**src/sv/i2cm_pkg.sv**
```systemverilog
// Shared types and constants for the I2C master register access block.
package i2cm_pkg;

  localparam logic [15:0] HALF_PERIOD_RESET = 16'd200;

  // Command codes
  localparam logic [1:0] CMD_TICK  = 2'd0;
  localparam logic [1:0] CMD_WRITE = 2'd1;
  localparam logic [1:0] CMD_READ  = 2'd2;

  // Byte slots of the addressing phase
  localparam logic [1:0] SLOT_ADDR = 2'd0;
  localparam logic [1:0] SLOT_REG  = 2'd1;
  localparam logic [1:0] SLOT_LAST = 2'd2;

  localparam logic [3:0] BITS_PER_BYTE = 4'd8;

  // Sequencer steps, one-hot
  typedef enum logic [16:0] {
    ST_IDLE  = 17'h00001,
    ST_S1A   = 17'h00002,
    ST_S1B   = 17'h00004,
    ST_RSPRE = 17'h00008,
    ST_S2A   = 17'h00010,
    ST_S2B   = 17'h00020,
    ST_TXLO  = 17'h00040,
    ST_TXHI  = 17'h00080,
    ST_AKLO  = 17'h00100,
    ST_AKHI  = 17'h00200,
    ST_RDLO  = 17'h00400,
    ST_RDHI  = 17'h00800,
    ST_MALO  = 17'h01000,
    ST_MAHI  = 17'h02000,
    ST_SPA   = 17'h04000,
    ST_SPB   = 17'h08000,
    ST_SPC   = 17'h10000
  } step_t;

  // One result of a tick
  typedef struct packed {
    logic       scl;
    logic       sda_out;
    logic       sda_oe;
    logic [7:0] rd_data;
    logic       rd_valid;
    logic       rd_last;
    logic       nack_seen;
    logic       busy;
    logic       done;
  } res_t;

endpackage

```
**src/sv/i2cm_core.sv**
```systemverilog
// Bus sequencer: state registers and the per-tick step logic.
module i2cm_core (
  input  logic               clk,
  input  logic               rst,
  input  logic               en,
  input  logic [1:0]         cmd,
  input  logic [6:0]         dev_addr,
  input  logic [7:0]         reg_addr,
  input  logic [7:0]         wr_data,
  input  logic [7:0]         count,
  input  logic               sda_in,
  input  logic [15:0]        half_period,
  output i2cm_pkg::res_t     res
);

  i2cm_pkg::step_t step, step_next, st;
  logic [15:0] timer, timer_next, timer_cur;
  logic [7:0]  shift, shift_next, shift_cur;
  logic [3:0]  bit_index, bit_index_next, bit_cur, bit_inc;
  logic [7:0]  bytes_left, bytes_left_next, bytes_cur;
  logic [1:0]  slot, slot_next;
  logic [6:0]  req_dev, req_dev_next;
  logic [7:0]  req_reg, req_reg_next;
  logic [7:0]  req_data, req_data_next;
  logic        req_read, req_read_next;
  logic        nack_flag, nack_flag_next, nack_cur;
  logic        start, expire, mack;
  logic [15:0] hp;
  logic [2:0]  lv;
  logic [7:0]  rdata;
  logic        rvalid, rlast, done;
  logic [7:0]  slot1_byte, slot2_byte;
  logic [7:0]  shift_rd;

  always_comb begin
    start = (step == i2cm_pkg::ST_IDLE) &&
            (cmd inside {i2cm_pkg::CMD_WRITE, i2cm_pkg::CMD_READ});

    req_dev_next  = start ? dev_addr : req_dev;
    req_reg_next  = start ? reg_addr : req_reg;
    req_data_next = start ? wr_data : req_data;
    req_read_next = start ? (cmd == i2cm_pkg::CMD_READ) : req_read;

    st        = start ? i2cm_pkg::ST_S1A : step;
    timer_cur = start ? 16'd0 : timer;
    shift_cur = start ? 8'd0 : shift;
    bit_cur   = start ? 4'd0 : bit_index;
    bytes_cur = start ? ((count == 8'd0) ? 8'd1 : count) : bytes_left;
    nack_cur  = start ? 1'b0 : nack_flag;

    // Levels of the phase current during this tick: scl, sda, oe
    mack = !(bytes_cur > 8'd1);
    case (st)
      i2cm_pkg::ST_S1A, i2cm_pkg::ST_S2A: lv = 3'b111;
      i2cm_pkg::ST_S1B, i2cm_pkg::ST_S2B: lv = 3'b101;
      i2cm_pkg::ST_RSPRE:                 lv = 3'b011;
      i2cm_pkg::ST_TXLO:                  lv = {1'b0, shift_cur[7], 1'b1};
      i2cm_pkg::ST_TXHI:                  lv = {1'b1, shift_cur[7], 1'b1};
      i2cm_pkg::ST_AKLO, i2cm_pkg::ST_RDLO: lv = 3'b010;
      i2cm_pkg::ST_AKHI, i2cm_pkg::ST_RDHI: lv = 3'b110;
      i2cm_pkg::ST_MALO:                  lv = {1'b0, mack, 1'b1};
      i2cm_pkg::ST_MAHI:                  lv = {1'b1, mack, 1'b1};
      i2cm_pkg::ST_SPA:                   lv = 3'b001;
      i2cm_pkg::ST_SPB:                   lv = 3'b101;
      default:                            lv = 3'b111;
    endcase

    hp      = (half_period == 16'd0) ? 16'd1 : half_period;
    expire  = ({1'b0, timer_cur} + 17'd1) >= {1'b0, hp};
    bit_inc = bit_cur + 4'd1;
    shift_rd = {shift_cur[6:0], sda_in};
    slot1_byte = req_reg_next;
    slot2_byte = req_read_next ? {req_dev_next, 1'b1} : req_data_next;

    step_next       = st;
    timer_next      = timer_cur;
    shift_next      = shift_cur;
    bit_index_next  = bit_cur;
    bytes_left_next = bytes_cur;
    nack_flag_next  = nack_cur;
    slot_next       = slot;
    rdata  = 8'd0;
    rvalid = 1'b0;
    rlast  = 1'b0;
    done   = 1'b0;

    if (st != i2cm_pkg::ST_IDLE) begin
      if (!expire) begin
        timer_next = timer_cur + 16'd1;
      end else begin
        timer_next = 16'd0;
        case (st)
          i2cm_pkg::ST_S1A: step_next = i2cm_pkg::ST_S1B;
          i2cm_pkg::ST_S1B: begin
            shift_next     = {req_dev_next, 1'b0};
            bit_index_next = 4'd0;
            slot_next      = i2cm_pkg::SLOT_ADDR;
            step_next      = i2cm_pkg::ST_TXLO;
          end
          i2cm_pkg::ST_RSPRE: step_next = i2cm_pkg::ST_S2A;
          i2cm_pkg::ST_S2A:   step_next = i2cm_pkg::ST_S2B;
          i2cm_pkg::ST_S2B: begin
            shift_next     = slot2_byte;
            bit_index_next = 4'd0;
            slot_next      = i2cm_pkg::SLOT_LAST;
            step_next      = i2cm_pkg::ST_TXLO;
          end
          i2cm_pkg::ST_TXLO: step_next = i2cm_pkg::ST_TXHI;
          i2cm_pkg::ST_TXHI: begin
            shift_next     = {shift_cur[6:0], 1'b0};
            bit_index_next = bit_inc;
            step_next      = (bit_inc >= i2cm_pkg::BITS_PER_BYTE) ?
                             i2cm_pkg::ST_AKLO : i2cm_pkg::ST_TXLO;
          end
          i2cm_pkg::ST_AKLO: step_next = i2cm_pkg::ST_AKHI;
          i2cm_pkg::ST_AKHI: begin
            if (sda_in) nack_flag_next = 1'b1;
            case (slot)
              i2cm_pkg::SLOT_ADDR: begin
                shift_next     = slot1_byte;
                bit_index_next = 4'd0;
                slot_next      = i2cm_pkg::SLOT_REG;
                step_next      = i2cm_pkg::ST_TXLO;
              end
              i2cm_pkg::SLOT_REG: begin
                if (req_read_next) begin
                  step_next = i2cm_pkg::ST_RSPRE;
                end else begin
                  shift_next     = slot2_byte;
                  bit_index_next = 4'd0;
                  slot_next      = i2cm_pkg::SLOT_LAST;
                  step_next      = i2cm_pkg::ST_TXLO;
                end
              end
              default: begin
                if (req_read_next) begin
                  shift_next     = 8'd0;
                  bit_index_next = 4'd0;
                  step_next      = i2cm_pkg::ST_RDLO;
                end else begin
                  step_next = i2cm_pkg::ST_SPA;
                end
              end
            endcase
          end
          i2cm_pkg::ST_RDLO: step_next = i2cm_pkg::ST_RDHI;
          i2cm_pkg::ST_RDHI: begin
            shift_next     = shift_rd;
            bit_index_next = bit_inc;
            if (bit_inc >= i2cm_pkg::BITS_PER_BYTE) begin
              rdata     = shift_rd;
              rvalid    = 1'b1;
              rlast     = (bytes_cur <= 8'd1);
              step_next = i2cm_pkg::ST_MALO;
            end else begin
              step_next = i2cm_pkg::ST_RDLO;
            end
          end
          i2cm_pkg::ST_MALO: step_next = i2cm_pkg::ST_MAHI;
          i2cm_pkg::ST_MAHI: begin
            if (bytes_cur > 8'd1) begin
              bytes_left_next = bytes_cur - 8'd1;
              shift_next      = 8'd0;
              bit_index_next  = 4'd0;
              step_next       = i2cm_pkg::ST_RDLO;
            end else begin
              bytes_left_next = 8'd0;
              step_next       = i2cm_pkg::ST_SPA;
            end
          end
          i2cm_pkg::ST_SPA: step_next = i2cm_pkg::ST_SPB;
          i2cm_pkg::ST_SPB: step_next = i2cm_pkg::ST_SPC;
          i2cm_pkg::ST_SPC: begin
            done      = 1'b1;
            step_next = i2cm_pkg::ST_IDLE;
          end
          default: step_next = i2cm_pkg::ST_IDLE;
        endcase
      end
    end

    res.scl       = lv[2];
    res.sda_out   = lv[0] ? lv[1] : 1'b1;
    res.sda_oe    = lv[0];
    res.rd_data   = rdata;
    res.rd_valid  = rvalid;
    res.rd_last   = rlast;
    res.nack_seen = nack_flag_next;
    res.busy      = (step_next != i2cm_pkg::ST_IDLE);
    res.done      = done;
  end

  always_ff @(posedge clk) begin
    if (rst) begin
      step       <= i2cm_pkg::ST_IDLE;
      timer      <= 16'd0;
      shift      <= 8'd0;
      bit_index  <= 4'd0;
      bytes_left <= 8'd0;
      slot       <= i2cm_pkg::SLOT_ADDR;
      req_dev    <= 7'd0;
      req_reg    <= 8'd0;
      req_data   <= 8'd0;
      req_read   <= 1'b0;
      nack_flag  <= 1'b0;
    end else if (en) begin
      step       <= step_next;
      timer      <= timer_next;
      shift      <= shift_next;
      bit_index  <= bit_index_next;
      bytes_left <= bytes_left_next;
      slot       <= slot_next;
      req_dev    <= req_dev_next;
      req_reg    <= req_reg_next;
      req_data   <= req_data_next;
      req_read   <= req_read_next;
      nack_flag  <= nack_flag_next;
    end
  end

  a_done_to_idle: assert property (@(posedge clk) disable iff (rst)
    en && res.done |=> step == i2cm_pkg::ST_IDLE)
    else $error("stop completed but sequencer not idle");

  a_byte_to_ack: assert property (@(posedge clk) disable iff (rst)
    en && res.rd_valid |=> step == i2cm_pkg::ST_MALO)
    else $error("read byte not followed by master ack phase");

  a_start_clears_nack: assert property (@(posedge clk) disable iff (rst)
    en && start && !(st == i2cm_pkg::ST_AKHI) |=> !nack_flag)
    else $error("nack flag survived a new command");

  a_bit_range: assert property (@(posedge clk) disable iff (rst)
    bit_index <= i2cm_pkg::BITS_PER_BYTE)
    else $error("bit index out of range");

  a_step_onehot: assert property (@(posedge clk) disable iff (rst)
    $onehot(step))
    else $error("sequencer step not one-hot");

endmodule

```
**src/sv/i2cm_out_stage.sv**
```systemverilog
// Result register between the step logic and the output channel.
module i2cm_out_stage (
  input  logic           clk,
  input  logic           rst,
  input  logic           load,
  input  i2cm_pkg::res_t res_in,
  input  logic           out_stall,
  output logic           out_valid,
  output i2cm_pkg::res_t res_q
);

  always_ff @(posedge clk) begin
    if (rst) begin
      out_valid <= 1'b0;
    end else if (load) begin
      out_valid <= 1'b1;
    end else if (!out_stall) begin
      out_valid <= 1'b0;
    end
  end

  always_ff @(posedge clk) begin
    if (load) begin
      res_q <= res_in;
    end
  end

  a_load_when_free: assert property (@(posedge clk) disable iff (rst)
    load |-> !(out_valid && out_stall))
    else $error("result register overwritten while stalled");

endmodule

```
**src/sv/i2c_master_register_access.sv**
```systemverilog
// Top level: I2C master for 7-bit register reads and writes, one bus tick per transfer.
// The result of an accepted input transfer is registered in the result register.
// Throughput: one input transfer per cycle while the output side takes results; the single
//   step of the sequencer in front of the result register sets this rate.
// Reset (rst, synchronous, active high): sequencer idle, nack clear, half_period back to 200,
//   no result pending.
module i2c_master_register_access (
  input  logic        clk,
  input  logic        rst,
  // configuration write channel
  input  logic        cfg_valid,
  output logic        cfg_ready,
  input  logic [15:0] cfg_data,
  // input channel: one bus tick per transfer
  input  logic        in_valid,
  output logic        in_stall,
  input  logic [1:0]  cmd,
  input  logic [6:0]  dev_addr,
  input  logic [7:0]  reg_addr,
  input  logic [7:0]  wr_data,
  input  logic [7:0]  count,
  input  logic        sda_in,
  // output channel: one result per tick
  output logic        out_valid,
  input  logic        out_stall,
  output logic        scl,
  output logic        sda_out,
  output logic        sda_oe,
  output logic [7:0]  rd_data,
  output logic        rd_valid,
  output logic        rd_last,
  output logic        nack_seen,
  output logic        busy_res,
  output logic        done_res
);

  logic [15:0]    half_period;
  logic           accept;
  i2cm_pkg::res_t res_comb;
  i2cm_pkg::res_t res_q;

  // The phase length register takes every write; the user must change configuration only while idle (not enforced).
  assign cfg_ready = 1'b1;

  always_ff @(posedge clk) begin
    if (rst) begin
      half_period <= i2cm_pkg::HALF_PERIOD_RESET;
    end else if (cfg_valid && cfg_ready) begin
      half_period <= cfg_data;
    end
  end

  // Hold the input side only while a finished result waits and the sink stalls;
  // otherwise the result register drains and refills in the same cycle.
  assign in_stall = out_valid && out_stall;
  assign accept   = in_valid && !in_stall;

  // Advance the bus sequencer by one tick per accepted transfer.
  i2cm_core u_core (
    .clk         (clk),
    .rst         (rst),
    .en          (accept),
    .cmd         (cmd),
    .dev_addr    (dev_addr),
    .reg_addr    (reg_addr),
    .wr_data     (wr_data),
    .count       (count),
    .sda_in      (sda_in),
    .half_period (half_period),
    .res         (res_comb)
  );

  // Register the tick result for the output channel.
  i2cm_out_stage u_out (
    .clk       (clk),
    .rst       (rst),
    .load      (accept),
    .res_in    (res_comb),
    .out_stall (out_stall),
    .out_valid (out_valid),
    .res_q     (res_q)
  );

  assign scl       = res_q.scl;
  assign sda_out   = res_q.sda_out;
  assign sda_oe    = res_q.sda_oe;
  assign rd_data   = res_q.rd_data;
  assign rd_valid  = res_q.rd_valid;
  assign rd_last   = res_q.rd_last;
  assign nack_seen = res_q.nack_seen;
  assign busy_res  = res_q.busy;
  assign done_res  = res_q.done;

  a_accept_gives_result: assert property (@(posedge clk) disable iff (rst)
    accept |=> out_valid)
    else $error("accepted transfer produced no result");

endmodule
```
**config.mk**
```make
export PLATFORM = sky130hd
export DESIGN_NAME = i2c_master_register_access
export DESIGN_NICKNAME = d
export VERILOG_FILES = /design/src/sv/i2cm_pkg.sv /design/src/sv/i2cm_core.sv /design/src/sv/i2cm_out_stage.sv /design/src/sv/i2c_master_register_access.sv
export SDC_FILE = /design/constraint.sdc
export NUM_CORES = 1
export LEC_CHECK = 0
export BUFFER_PORTS_ARGS = -buffer_cell sky130_fd_sc_hd__buf_2
export CAP_MARGIN = 20
export CORE_UTILIZATION = 60
export CTS_CLUSTER_DIAMETER = 40
export DETAILED_ROUTE_END_ITERATION = 12
export PLACE_DENSITY = 0.87
export REMOVE_ABC_BUFFERS = 1
export SETUP_SLACK_MARGIN = 0.15
export SLEW_MARGIN = 20
export SYNTH_ARGS = -nofsm -noshare
export SYNTH_HDL_FRONTEND = slang
export SYNTH_HIERARCHICAL = 1
export SYNTH_SLANG_ARGS = --single-unit
```
**constraint.sdc**
```tcl
create_clock -name clk -period 13 [get_ports clk]
set_input_delay 0.65 -clock clk [delete_from_list [all_inputs] [get_ports clk]]
set_output_delay 0.65 -clock clk [all_outputs]
set_load 0.1 [all_outputs]
```
# Word level (Yosys, flattened, before mapping)
# Index checks and enable logic that the tools add are counted.
# word_totals
out_inout_bits	19
input_bits	55
reg_bits	113
# classes
order_cmp	4
addsub	4
n_mux	54
eq_ne	25
reduce_logical	19
# op_table
op	n
case mux 17 bit (14 select lines)	1
2-to-1 mux 8 bit	15
2-to-1 mux 16 bit	4
2-to-1 mux 17 bit	3
case mux 8 bit (6 select lines)	1
inequality test 17 x 1 -> 1 bit (second input constant)	2
case mux 17 bit (2 select lines)	1
2-to-1 mux 15 bit	2
case mux 3 bit (9 select lines)	1
2-to-1 mux 4 bit	6
adder 16 x 1 -> 17 bit (second input constant)	1
== test 17 x 1 -> 1 bit (second input constant)	1
== test 17 x 10 -> 1 bit (second input constant)	1
== test 17 x 11 -> 1 bit (second input constant)	1
== test 17 x 12 -> 1 bit (second input constant)	1
== test 17 x 13 -> 1 bit (second input constant)	1
== test 17 x 14 -> 1 bit (second input constant)	1
== test 17 x 15 -> 1 bit (second input constant)	1
== test 17 x 16 -> 1 bit (second input constant)	1
== test 17 bit (second input constant)	1
== test 17 x 2 -> 1 bit (second input constant)	1
== test 17 x 3 -> 1 bit (second input constant)	1
== test 17 x 4 -> 1 bit (second input constant)	1
== test 17 x 5 -> 1 bit (second input constant)	1
39 further kinds	56

# Longest topological paths before layout
# Gate-level depths: netlist (run 1).
# depth
depth_word	11
mapped_depth	24

# Cells and area by module
# Netlist (run 1), hierarchy kept.
# by_module_without_submodules
module	area_per_inst_um2	instances	cells_per_inst	seq_area_each_um2
i2cm_core	5771.8	1	737	1601.5
i2c_master_register_access	609.3	1	56	320.3
i2cm_out_stage	509.2	1	19	500.5

# Worst setup path after synthesis (run 1)
# Ideal clock, no wire load.
# synth_timing
kind	in2reg
start	in cmd[0]
end	reg, netlist name u_out/res_q[1]
stages	23
required_time_ns	12.735
slack_ns	8.126
t_arrival_ns	4.609
setup_time_ns	0.265
path_cell_list	inv_1 ha_1 nor2_1 nand3_1 clkbuf_1 clkbuf_1 and2_1 ha_1 nand3_1 nor2_1 xnor2_1 nor2_1 ha_1 and2_0 a221o_1 a211oi_1 o31a_1 and2_1 buf_4 buf_4 nor2_1 a311oi_1 o21ai_1
# synth_lines
element	line	source
start, declared	i2c_master_register_access.sv:17	input logic [1:0] cmd,

# Worst setup path in the final report (run 1)
# layout_timing
start	reg u_core.step[3]
end	reg u_core.bytes_left[6]
# layout_via
elab_chain_len	8
word_cells_on_any_way	15
classes_between	add/sub: 2; order compare: 2; eq/ne: 3; mux: 7; reduce/logical: 1
# layout_rtl
element	line	source
start, declared	i2cm_core.sv:16	i2cm_pkg::step_t step, step_next, st;
start signal, assigned	i2cm_core.sv:195	step <= i2cm_pkg::ST_IDLE;
start signal, assigned	i2cm_core.sv:207	step <= step_next;
parallel branches: the longest is 7 deep, another holds adder 16 x 1 -> 17 bit	-	
2-to-1 mux 8 bit (*)	i2cm_core.sv:87	if (st != i2cm_pkg::ST_IDLE) begin
end signal, assigned	i2cm_core.sv:211	bytes_left <= bytes_left_next;
end, declared	i2cm_core.sv:20	logic [7:0] bytes_left, bytes_left_next, bytes_cur;
# Mark *: on every way between the ends.
# A chain may end at the register's enable or synchronous reset.

==> flow_summary.yaml, run 1 <==
run_status:
  status: "finished clean"
synthesis:
  synth_adder_area_share: 0.0381
  ys_types: 83
  synthTopCellsByArea: "dfxtp_1 (28%), edfxtp_1 (7.0%), mux2i_1 (6.2%)"
  avgSynthCellArea_sq_um: 8.49
  synth-simple-area-share: 0.258
  synthTopCellsByCount: "nor2_1 (99), dfxtp_1 (97), nand2_1 (94)"
  yosys_warnings: 6
  synth_top_area_frac: 0.282
  synth-xor-area-share: 0.0242
  synth_top_family_by_area: "simple AND/OR/NAND/NOR gates"
  netlist_area_sq_mm: 0.00689
  ys.flop_type: "dfxtp_1"
  synth_cells: 812
  seq_area_frac_synth: 0.352
  synth-compound-area-share: 0.170
  synthMuxAreaShare: 0.0952
  async_flop_share: 0
  synth_largest_area_cell: "dfxtp_1"
  synth-edff-count: 16
  synth-seq-cells: 113
  synthMostInstantiatedCell: "nor2_1"
clocking:
  clock_sinks: 113
  tritoncts: "done"
  post_cts_buffers: 0
  cts_made_buffers: 17
  cts_resized: 0
  cts-root-buf: "clkbuf_16"
  clk_latency_ns: 0.42
  cts.htree.levels: 4
  cts_buffer_depth: 2
  cts_hold_buf: 0
  cts.clk_slew.worst_paths_ns: 0.06
die:
  ios: 74
  num_rows: 38
  core_sq_mm: 0.0110
  die_x_um: 109
  die_area_sq_mm: 0.0119
  start_util: 0.625
  die_h_um: 109
hold_path:
  hold_path.class: "input pin to flip-flop"
  hold_path_depth: 2
final_layout:
  fin_nets: 928
  regMostFlops: "u_core/step"
  fin_util: 0.702
  area_growth_pct: 12.4
  largest_reg_flops: 17
  diodes: 0
  drive_gt1_frac: 0.164
  fillers: 844
drt:
  vias_per_cell: 6.46
  wirelength_mm: 18.5
  drt_pass1_iterations: 6
  num_vias: 6496
  drt_iter0_drc: 737
  wire_per_inst_um: 18.4
  ant_nets: 0
  drc: 0
timing:
  max_freq_mhz: 181
  min_period_ns: 5.52
  final_hold_viol_count: 0
  worstMarginPinSlew_ns: 1.02
  period_share: 0.425
  timing.setup.tns_ns: 0
  finalClockSkew_ns: 0.00941
  rsz0062_at_grt: "no"
  slew_headroom: 0.315
  setup_viol: 0
  drv_slew: 0
global_routing:
  grt_max_degree: 62
  grt_pass1_vias: 6051
  antenna_found_initial: 0
  grt_pass1_wl_mm: 29.6
  track_usage: 0.325
  grt_overflow: 0
setup_path:
  critPathArrivalTime_ns: 5.89
  crit_required_ns: 13.37
  r2r_cells: 18
  cp_max_fo: 24
  criticalPathCategory: "flip-flop to flip-flop"
  cp-start-kind: "flip-flop"
  end_kind: "flip-flop"
power:
  pwr-share-comb: 0.146
  switching_share: 0.284
  p_clk_frac: 0.471
  p_seq_frac: 0.383
  leakagePower_nw: 3.02
  power_density_mw_per_mm2: 128
  p_int_w: 0.000710
  power.net_switching_w: 0.000281
  ir_drop_mv: 0.117
placement:
  gp_congestion: 0.928
  dpl.hpwl_mm: 12.0
  portBuffers: 72
flow_run:
  maxCapViolCount: 0
## stage by stage
| step | hold WS [ns] | setup slack, ns | cell area, sq um | total power, W | cells |
|---|---|---|---|---|---|
| global placement | 0.454 | 7.78 | 7150 | 0.000525 | 973 |
| detailed placement | 0.463 | 7.55 | 7150 | 0.000527 | 973 |
| finish | 0.433 | 7.48 | 7740 | 0.000991 | 1005 |
| global route | 0.434 | 7.06 | 7740 | 0.00103 | 1005 |
| CTS | 0.425 | 7.57 | 7740 | 0.000990 | 1005 |
| floorplan | 0.435 | 7.78 | 6570 | 0.000484 | 757 |
## layer usage
layer	global-route usage	share of wire
met1	0.420	0.42
met2	0.521	0.47
met3	0.0735	0.088
met4	0.137	0.024
met5	0	0
## placed cells by master, fill, tap and decap left out, drive strengths merged, types with 9 or more instances in the layout
cell	instances
a21oi	48
nor2b	15
o21ai	28
inv	31
nand3	36
dfxtp	97
a211oi	11
xnor2	9
nor4	18
nor2	102
a21o	10
xor2	10
buf	76
ha	21
nand4	11
nand2	95
clkbuf	19
a311oi	10
edfxtp	16
and2	20
mux2i	43
nor3	25
## path summary, 6_finish.rpt
check	start	slack, ns	endpoint
setup / recovery	u_core/step[3]$_SDFFE_PP0P_	7.48	u_core/bytes_left[6]$_SDFFE_PP0P_
hold / removal	cfg_data[3]	0.43	half_period[3]$_SDFFE_PP1P_
setup reg to reg	u_core/step[3]$_SDFFE_PP0P_	7.48	u_core/bytes_left[6]$_SDFFE_PP0P_
hold reg to reg	u_core/nack_flag$_SDFFE_PP0P_	0.47	u_core/nack_flag$_SDFFE_PP0P_
## power groups by stage
stage,clock (W),sequential [W],combinational (W)
after global routing,0.000488,0.000381,0.000155
after detailed placement,0,0.000387,0.000140
final,0.000467,0.000380,0.000144
after floorplan,0,0.000400,0.0000840
after global placement,0,0.000386,0.000139
after CTS,0.000469,0.000379,0.000142
## worst max-delay path, cell delays in order (launching register included)
cell      delay (ns)
dfxtp_1         0.41
nor4_1          0.49
and4_1          0.30
nand3_1         0.19
and2_1          0.28
ha_1            0.25
nand3_1         0.11
nor2_1          0.10
xnor2_1         0.21
nor2_1          0.10
ha_1            0.36
and2_0          0.19
a221o_1         0.30
a211oi_1        0.24
o31a_1          0.33
and2_1          0.85
o21ai_0         0.34
a211oi_1        0.29
a21o_1          0.11
## cells by family (layout without fill, tap and decap cells)
group | count (synthesis) | in the layout
AND/OR/NAND/NOR | 353 | 353
buffers and inverters | 85 | 138
multiplexers | 55 | 55
adder cells (fa/ha/maj) | 21 | 21
AO/OA/AOI/OAI | 165 | 165
flip-flops | 113 | 113
XOR/XNOR | 19 | 19
other | 1 | 1
## area by class of cell
class / count / area (sq um) / area share
Clock inverter: 13 / 135 / 0.0174
Sequential cell: 113 / 2420 / 0.313
Timing Repair Buffer: 76 / 390 / 0.0504
Multi-Input combinational cell: 614 / 4060 / 0.524
Clock buffer: 19 / 454 / 0.0586
Inverter: 30 / 113 / 0.0145
Tap cell: 140 / 175 / 0.0226
Note: power is estimated with default switching activity, not from simulation.
==> run 2, diff against run 1 <==
Settings changed: CORE_UTILIZATION 60 to 54, PLACE_DENSITY 0.87 to 0.83.
Clock period 13 ns to 4.5 ns, I/O delays scaled along.
==> flow_summary.yaml, run 2 (synthesis gave the netlist of run 1 again) <==
run_status:
  status: "finished clean"
placement:
  dpl.hpwl_mm: 12.6
  place_ws_ns: 0.0535
  gp_congestion: 0.966
  place_area_sq_mm: 0.00741
  portBuffers: 72
  placed_cells: 1031
power:
  p_clk_frac: 0.482
  p_seq_frac: 0.369
  power_density_mw_per_mm2: 360
  p_int_w: 0.00218
  ir_drop_mv: 0.288
  switching_share: 0.265
  leakagePower_nw: 3.28
  power.net_switching_w: 0.000788
  power.total_w: 0.00297
  pwr-share-comb: 0.149
global_routing:
  grt_pass1_wl_mm: 29.3
  track_usage: 0.289
  grt_pass1_vias: 5952
  grt_max_degree: 46
  antenna_found_initial: 0
  grt_overflow: 0
final_layout:
  layout.cells.non_filler: 1073
  drive_gt1_frac: 0.221
  fin_nets: 968
  fillers: 1017
  area_growth_pct: 19.8
  final_cell_mix: "nor2_1 (98), dfxtp_1 (97), nand2_1 (92)"
  diodes: 0
  largest_reg_flops: 17
  final_common_cell: "nor2_1"
  regMostFlops: "u_core/step"
  fin_area_sq_mm: 0.00825
setup_path:
  cp_max_fo: 7
  criticalPathCategory: "flip-flop to flip-flop"
  critPathArrivalTime_ns: 4.33
  end_kind: "flip-flop"
  crit_required_ns: 4.65
  cp-start-kind: "flip-flop"
clocking:
  clk_latency_ns: 0.42
  cts.htree.levels: 4
  cts_made_buffers: 17
  clock_sinks: 113
  cts.clk_slew.worst_paths_ns: 0.05
  tritoncts: "done"
  cts-root-buf: "clkbuf_16"
  cts_buffer_depth: 2
timing:
  setup_viol: 0
  worstMarginPinSlew_ns: 1.01
  min_period_ns: 4.18
  hold_ws_ns: 0.0136
  slew_headroom: 0.328
  drv_slew: 0
  rsz0062_at_grt: "no"
  finalClockSkew_ns: 0.00923
  period_share: 0.930
  finalWorstSetupSlack_ns: 0.315
  max_freq_mhz: 239
  final_hold_viol_count: 0
die:
  ios: 74
  die_h_um: 115
  die_x_um: 115
  die_area_sq_mm: 0.0132
  start_util: 0.564
  core_sq_mm: 0.0122
  num_rows: 40
hold_path:
  hold_path.class: "input pin to flip-flop"
drt:
  drt_pass1_iterations: 5
  vias_per_cell: 6.07
  ant_nets: 0
  drt_iter0_drc: 586
  wirelength_mm: 18.7
  wire_per_inst_um: 17.4
  num_vias: 6512
  drc: 0
flow_run:
  maxCapViolCount: 0
run 2: changes by cell type in the layout (fill, tap and decap cells not counted), sizes merged:
cell | previous run | this run
buf | 76 | 115
clkbuf | 19 | 23
clkinvlp | 3 | 1
inv | 31 | 29
bufinv | 2 | 3
clkinv | 7 | 6
dlygate4sd3 | 0 | 1
run 2: repair_timing:
| action | 4_1_cts | 5_1_grt |
|---|---|---|
| resized for setup | 5 | 25 |
| buffers inserted | 0 | 9 |
| hold buffers | 1 | 0 |
| pin swaps | 0 | 10 |
| hold endpoints to repair | 1 | 0 |
| endpoints found under the setup margin | 33 | 68 |
run 2: final timing paths:
| kind | slack, ns | to | from | depth (start not counted) |
|---|---|---|---|---|
| worst max-delay path | 0.32 | u_out/res_q[1]$_DFFE_PP_ | u_core/step[9]$_SDFFE_PP0P_ | 19 |
| worst min-delay path | 0.01 | half_period[6]$_SDFFE_PP1P_ | cfg_data[6] | 2 |
| worst max register to register | 0.32 | u_out/res_q[1]$_DFFE_PP_ | u_core/step[9]$_SDFFE_PP0P_ | 19 |
| worst min register to register | 0.47 | u_core/nack_flag$_SDFFE_PP0P_ | u_core/nack_flag$_SDFFE_PP0P_ | 2 |
run 2: worst max-delay path: stages (launching register included):
cell and delay [ns]:
dfxtp_1 0.33, nor4_4 0.28, buf_4 0.17, and4_4 0.25
nand3_4 0.09, and2_4 0.19, ha_4 0.17, nand3_1 0.11
xor2_1 0.18, nor2_1 0.09, ha_1 0.31, a21o_1 0.18
a221o_1 0.34, a211oi_2 0.22, o31a_1 0.22, buf_6 0.15
a21oi_2 0.08, buf_4 0.17, a311oi_2 0.21, o21ai_1 0.15
run 2: layout make-up:
class	instances	area, sq um	share of cell area
Tap cell	168	210	0.0255
Inverter	30	113	0.0136
Multi-Input combinational cell	614	4170	0.505
Clock inverter	9	126	0.0153
Timing Repair Buffer	116	701	0.0849
Clock buffer	23	509	0.0617
Sequential cell	113	2420	0.294
run 2: power groups by stage:
stage                     Sequential [W]  Clock (W)  Combinational (W)
after global routing             0.00110    0.00150           0.000476
after detailed placement         0.00111          0           0.000423
after floorplan                  0.00115          0           0.000243
after global placement           0.00111          0           0.000417
final                            0.00109    0.00143           0.000444
after CTS                        0.00109    0.00144           0.000429
run 2: metal layers:
| layer | routed length [um] | track usage |
|---|---|---|
| met1 | 7920 | 0.370 |
| met2 | 8770 | 0.463 |
| met3 | 1490 | 0.0627 |
| met4 | 513 | 0.139 |
| met5 | 0 | 0 |
run 2: metrics by stage:
stage | setup TNS [ns] | util
CTS | 0 | 0.661
finish | 0 | 0.676
detailed placement | 0 | 0.607
global placement | 0 | 0.607
global route | 0 | 0.676
floorplan | -44.89 | -
